### src/design/elcsr_pkg.sv
package elcsr_pkg;

    localparam int MAX_NODES = 1024;
    localparam int MAX_EDGES = 8192;
    localparam int NODE_W    = 10;
    localparam int CNT_W     = 11;
    localparam int EDGE_W    = 14;
    localparam int ADDR_W    = $clog2(MAX_EDGES);
    localparam int WGT_W     = 64;
    localparam int REQ_W     = 2;
    localparam int STAT_W    = 2;
    localparam int CFG_W     = 11;

    localparam logic [REQ_W-1:0] REQ_LOAD   = 2'd0;
    localparam logic [REQ_W-1:0] REQ_OFFSET = 2'd1;
    localparam logic [REQ_W-1:0] REQ_ADJ    = 2'd2;

    localparam logic [STAT_W-1:0] ST_OK        = 2'd0;
    localparam logic [STAT_W-1:0] ST_RANGE     = 2'd1;
    localparam logic [STAT_W-1:0] ST_OVERFLOW  = 2'd2;
    localparam logic [STAT_W-1:0] ST_NOT_BUILT = 2'd3;

    localparam logic CFG_NODE_COUNT = 1'b0;
    localparam logic CFG_SYMMETRIC  = 1'b1;

    typedef enum logic [3:0] {
        OP_NONE, OP_ACCEPT, OP_CHECK, OP_WR2, OP_CLR, OP_CTR0, OP_CRD, OP_CINC_RD,
        OP_CINC_WR, OP_PRD, OP_PWR, OP_PEND, OP_SRD, OP_SFRD, OP_SWR, OP_RRD
    } t_op;

    typedef struct packed {
        t_op  op;
        logic res;
    } t_cmd;

    typedef struct packed {
        logic [REQ_W-1:0] req;
        logic             last;
        logic             chk_wr2;
        logic             chk_err;
        logic             st_err;
        logic             done_e;
        logic             done_n;
        logic             out_free;
    } t_stat;

    typedef enum logic [3:0] {
        S_IDLE, S_DEC, S_WR2, S_CLR, S_CRD, S_CINC, S_CWR, S_PRD, S_PWR,
        S_SRD, S_SFRD, S_SWR, S_RDW, S_RES
    } t_state;

endpackage

### src/design/elcsr_ctrl.sv
module elcsr_ctrl (
    input  logic             i_clk,
    input  logic             i_rst_n,
    input  logic             i_valid,
    input  elcsr_pkg::t_stat i_stat,
    output elcsr_pkg::t_cmd  o_cmd,
    output logic             o_stall
);
    import elcsr_pkg::*;

    t_state r_state, n_state;

    always_ff @(posedge i_clk) begin
        if (!i_rst_n) begin
            r_state <= S_IDLE;
        end else begin
            r_state <= n_state;
        end
    end

    always_comb begin
        n_state   = r_state;
        o_cmd.op  = OP_NONE;
        o_cmd.res = 1'b0;
        o_stall   = (r_state != S_IDLE);
        case (r_state)
            S_IDLE: begin
                if (i_valid) begin
                    o_cmd.op = OP_ACCEPT;
                    n_state  = S_DEC;
                end
            end
            S_DEC: begin
                if (i_stat.req == REQ_LOAD) begin
                    o_cmd.op = OP_CHECK;
                    if (i_stat.chk_wr2) n_state = S_WR2;
                    else if (i_stat.last) n_state = S_CLR;
                    else if (i_stat.chk_err) n_state = S_RES;
                    else n_state = S_IDLE;
                end else if (i_stat.req == REQ_OFFSET || i_stat.req == REQ_ADJ) begin
                    o_cmd.op = OP_RRD;
                    n_state  = S_RDW;
                end else begin
                    n_state = S_IDLE;
                end
            end
            S_WR2: begin
                o_cmd.op = OP_WR2;
                if (i_stat.last) n_state = S_CLR;
                else if (i_stat.st_err) n_state = S_RES;
                else n_state = S_IDLE;
            end
            S_CLR: begin
                if (i_stat.done_n) begin
                    o_cmd.op = OP_CTR0;
                    n_state  = S_CRD;
                end else begin
                    o_cmd.op = OP_CLR;
                end
            end
            S_CRD: begin
                if (i_stat.done_e) begin
                    o_cmd.op = OP_CTR0;
                    n_state  = S_PRD;
                end else begin
                    o_cmd.op = OP_CRD;
                    n_state  = S_CINC;
                end
            end
            S_CINC: begin
                o_cmd.op = OP_CINC_RD;
                n_state  = S_CWR;
            end
            S_CWR: begin
                o_cmd.op = OP_CINC_WR;
                n_state  = S_CRD;
            end
            S_PRD: begin
                if (i_stat.done_n) begin
                    o_cmd.op = OP_PEND;
                    n_state  = S_SRD;
                end else begin
                    o_cmd.op = OP_PRD;
                    n_state  = S_PWR;
                end
            end
            S_PWR: begin
                o_cmd.op = OP_PWR;
                n_state  = S_PRD;
            end
            S_SRD: begin
                if (i_stat.done_e) begin
                    n_state = S_RES;
                end else begin
                    o_cmd.op = OP_SRD;
                    n_state  = S_SFRD;
                end
            end
            S_SFRD: begin
                o_cmd.op = OP_SFRD;
                n_state  = S_SWR;
            end
            S_SWR: begin
                o_cmd.op = OP_SWR;
                n_state  = S_SRD;
            end
            S_RDW: begin
                n_state = S_RES;
            end
            S_RES: begin
                if (i_stat.out_free) begin
                    o_cmd.res = 1'b1;
                    n_state   = S_IDLE;
                end
            end
            default: begin
                n_state = S_IDLE;
            end
        endcase
    end

    a_res_free: assert property (@(posedge i_clk) disable iff (!i_rst_n)
        o_cmd.res |-> i_stat.out_free) else $error("result loaded while output busy");
    a_stall_busy: assert property (@(posedge i_clk) disable iff (!i_rst_n)
        o_cmd.op == OP_ACCEPT |=> o_stall) else $error("stall low after accept");
    a_res_idle: assert property (@(posedge i_clk) disable iff (!i_rst_n)
        o_cmd.res |=> !o_stall) else $error("not idle after result");

endmodule

### config.mk
export PLATFORM = sky130hd
export DESIGN_NAME = elcsr_ctrl
export DESIGN_NICKNAME = d
export VERILOG_FILES = /design/src/design/elcsr_pkg.sv /design/src/design/elcsr_ctrl.sv
export SDC_FILE = /design/constraint.sdc
export NUM_CORES = 1
export LEC_CHECK = 0
export BUFFER_PORTS_ARGS = -buffer_cell sky130_fd_sc_hd__buf_2
export CAP_MARGIN = 20
export CORE_MARGIN = 2
export CORE_UTILIZATION = 46
export DETAILED_ROUTE_END_ITERATION = 10
export GPL_ROUTABILITY_DRIVEN = 0
export GPL_TIMING_DRIVEN = 0
export PLACE_DENSITY = 0.8
export SETUP_SLACK_MARGIN = 0.05
export SYNTH_ARGS = -nofsm -noshare
export SYNTH_HDL_FRONTEND = slang
export SYNTH_SLANG_ARGS = --single-unit
### constraint.sdc
create_clock -name i_clk -period 1.3 [get_ports i_clk]
set_input_delay 0.13 -clock i_clk [delete_from_list [all_inputs] [get_ports i_clk]]
set_output_delay 0.13 -clock i_clk [all_outputs]
set_load 0.05 [all_outputs]
==> results.yml <==
global_routing:
  grt_pass1_vias: 900
  grt_max_degree: 11
  use_met3_pct: 4.74
  met1_usage_pct: 37.2
  grtUsageMet2_pct: 47.4
  grt_busiest_layer: "met2"
  grt-ovfl-total: 0
  grt_pass1_wl_mm: 4.06
  grt_usage_pct: 29.1
  antenna_found_initial: 0
synth:
  avgSynthCellArea_um2: 7.11
  synth-edff-count: 0
  ys_types: 40
  synth_seq_cells: 4
  syn_inst: 95
  synth-main-ff-cell: "dfxtp_1"
  seq_area_frac_synth_pct: 11.9
  netlist_area_um2: 676
  ys_warn_count: 0
  synthArstFlopShare_pct: 0
  synth_nets: 109
layout:
  fin_cells: 156
  top_regs: "r_state x4"
  fin_nets: 157
  layout_common_cells: "buf_4 (18), buf_6 (17), buf_2 (11), nand2_1 (6)"
  top_register: "r_state"
  final_core_util_pct: 96.6
  final-seq-area_um2: 95.1
  multi_input_area_um2: 656
  final_common_cell: "buf_4"
  largest_reg_flops: 4
  filler_cell_count: 26
  syn2layout_area_growth_pct: 90.7
  diodes: 0
  final_layout_size_suffix_gt1_share_pct: 55.3
  final_area_um2: 1290
placement:
  hpwlAfterDp_mm: 1.43
  dp.cells: 127
  post_dp_cell_area_um2: 875
  numPortBuffers: 17
floorplan:
  die-area_um2: 1790
  initial_core_util_pct: 50.7
  io_pins: 18
  placementRows: 13
  die-width_um: 42.3
  dieHeight_um: 42.3
  coreArea_um2: 1330
worst_setup_path:
  critPathTopFamily: "compound AO/OA/AOI/OAI gates"
  cp_common_cell: "buf_6"
  arrival_ps: 1880
  start_kind: "register"
  max_stage_delay_ps: 390
  cp.required_ps: 1400
  cp_max_fo: 7
  crit_path_end_kind: "register"
  cp_cell_sequence: "buf_8 > buf_6 > buf_6 > buf_6 > o21ai_0 > a21oi_1 > o31ai_1 > a21boi_1"
  path_buf_inv: 4
  setup.worst_path.class: "reg2reg"
  cpMaxStageDelayCell: "o31ai_1"
sta:
  final-setup-viol-count: 10
  setup_ws_ps: -481
  rsz0062_at_grt: "true"
  worstMarginPinSlew_ps: 384
  timing.final.crit_share_pct: 137
  maxSlewHeadroom_pct: 74.1
  fin_skew_ps: 2.21
  finalCriticalPeriod_ps: 1780
  max_freq_ghz: 0.561
  final_max_slew_viol_count: 0
  hold_viol_final: 0
drt:
  drc: 0
  vias: 1170
  routedWlPerCell_um: 25.3
  firstDrtPassIters: 4
  wl_mm: 3.95
  via_per_inst: 7.50
  final_antenna_net_count: 0
  drt_iter0_markers: 117
cts:
  htreeDepth: 1
  clockBufferDepth: 2
  root_buffer: "clkbuf_4"
  cts_tree: "built"
  numCtsBuffers: 3
  clkTransAtPathRegs_ps: 40
  cts.sinks: 4
  clk_latency_ps: 230
run_status:
  violations: "negative setup slack"
  outcome: "finished, violations left"
pwr:
  leakage_nw: 0.543
  peakVddDrop_mv: 2.16
  power_density_nw_per_um2: 3120
job:
  max_cap_violations: 0
worst_hold_path:
  min_path_type: "in2reg"
[worst paths after layout]
check | start | depth (start not counted) | slack, ps | to
min reg2reg | r_state[1]$_SDFFE_PN0P_ | 4 | 810 | r_state[2]$_SDFFE_PN0P_
max reg2reg | r_state[3]$_SDFFE_PN0P_ | 8 | -480 | r_state[0]$_SDFFE_PN0P_
min | i_rst_n | 2 | 170 | r_state[3]$_SDFFE_PN0P_
max | r_state[3]$_SDFFE_PN0P_ | 8 | -480 | r_state[0]$_SDFFE_PN0P_
[cell families (layout without fill, tap and decap cells)]
kind of cell | after synthesis | count (layout) | synth area share (%)
AOI/OAI and AO/OA | 40 | 40 | 41.1
xor gates and xnor gates | 2 | 2 | 2.59
adders and majority gates | 2 | 2 | 3.70
buffers and inverters | 15 | 61 | 10.9
DFF | 4 | 4 | 11.9
muxes | 2 | 2 | 2.96
and+or+nand+nor | 30 | 30 | 26.9
[through the flow]
stage,power [W],hold slack (ps),worst slack [ps],TNS (ps)
4_1_cts,0.00322,150,-346,-2170
3_3_place_gp,0.00242,386,-309,-1420
3_5_place_dp,0.00244,390,-341,-1480
5_1_grt,0.00411,157,-516,-3490
2_1_floorplan,0.00207,247,-218,-748
6_report,0.00403,165,-481,-3290
[layout make-up]
class / instances / area share, %
inverter: 7 / 2.33
tap: 15 / 1.46
buffer: 8 / 9.22
sequential: 4 / 7.38
multi-input combinational: 76 / 50.9
timing repair buffer: 43 / 27.0
clock buffer: 3 / 1.75
[synth_stat cells, types with 2 or more instances]
cell type | n | share of area, %
a21oi_1 | 7 | 5.2
inv_1 | 6 | 3.3
nand2_1 | 6 | 3.3
nor2_1 | 6 | 3.3
buf_2 | 5 | 3.7
o21a_1 | 5 | 5.6
dfxtp_1 | 4 | 12
nor2b_1 | 4 | 3.7
o21ai_0 | 4 | 3.0
o22ai_1 | 4 | 3.7
buf_4 | 3 | 3.3
nand2b_1 | 3 | 2.8
o211ai_1 | 3 | 3.3
a22o_1 | 2 | 2.6
ha_1 | 2 | 3.7
mux2i_1 | 2 | 3.0
nand3_1 | 2 | 1.5
nor4bb_1 | 2 | 3.0
o31ai_1 | 2 | 2.2
o32ai_1 | 2 | 2.6
xnor2_1 | 2 | 2.6
[power by group]
| part | leakage, nW | internal (W) | switching (W) |
|---|---|---|---|
| clock | 0.0138 | 0.000103 | 0.0000483 |
| sequential | 0.0356 | 0.000209 | 0.000104 |
| combinational | 0.493 | 0.00164 | 0.00192 |
[routing by layer]
| metal | up-vias | wire length [um] |
|---|---|---|
| met4 | 0 | 343 |
| met5 | - | 0 |
| met1 | 520 | 1340 |
| met2 | 147 | 1690 |
| met3 | 45 | 573 |
| li1 | 458 | - |
[what timing repair did]
action,in CTS,in global routing
hold buffers,0,0
pin swaps,14,9
resized for setup,32,21
setup buffers,10,17
setup endpoints to repair,10,10
Power figures use the tool's default switching activity.
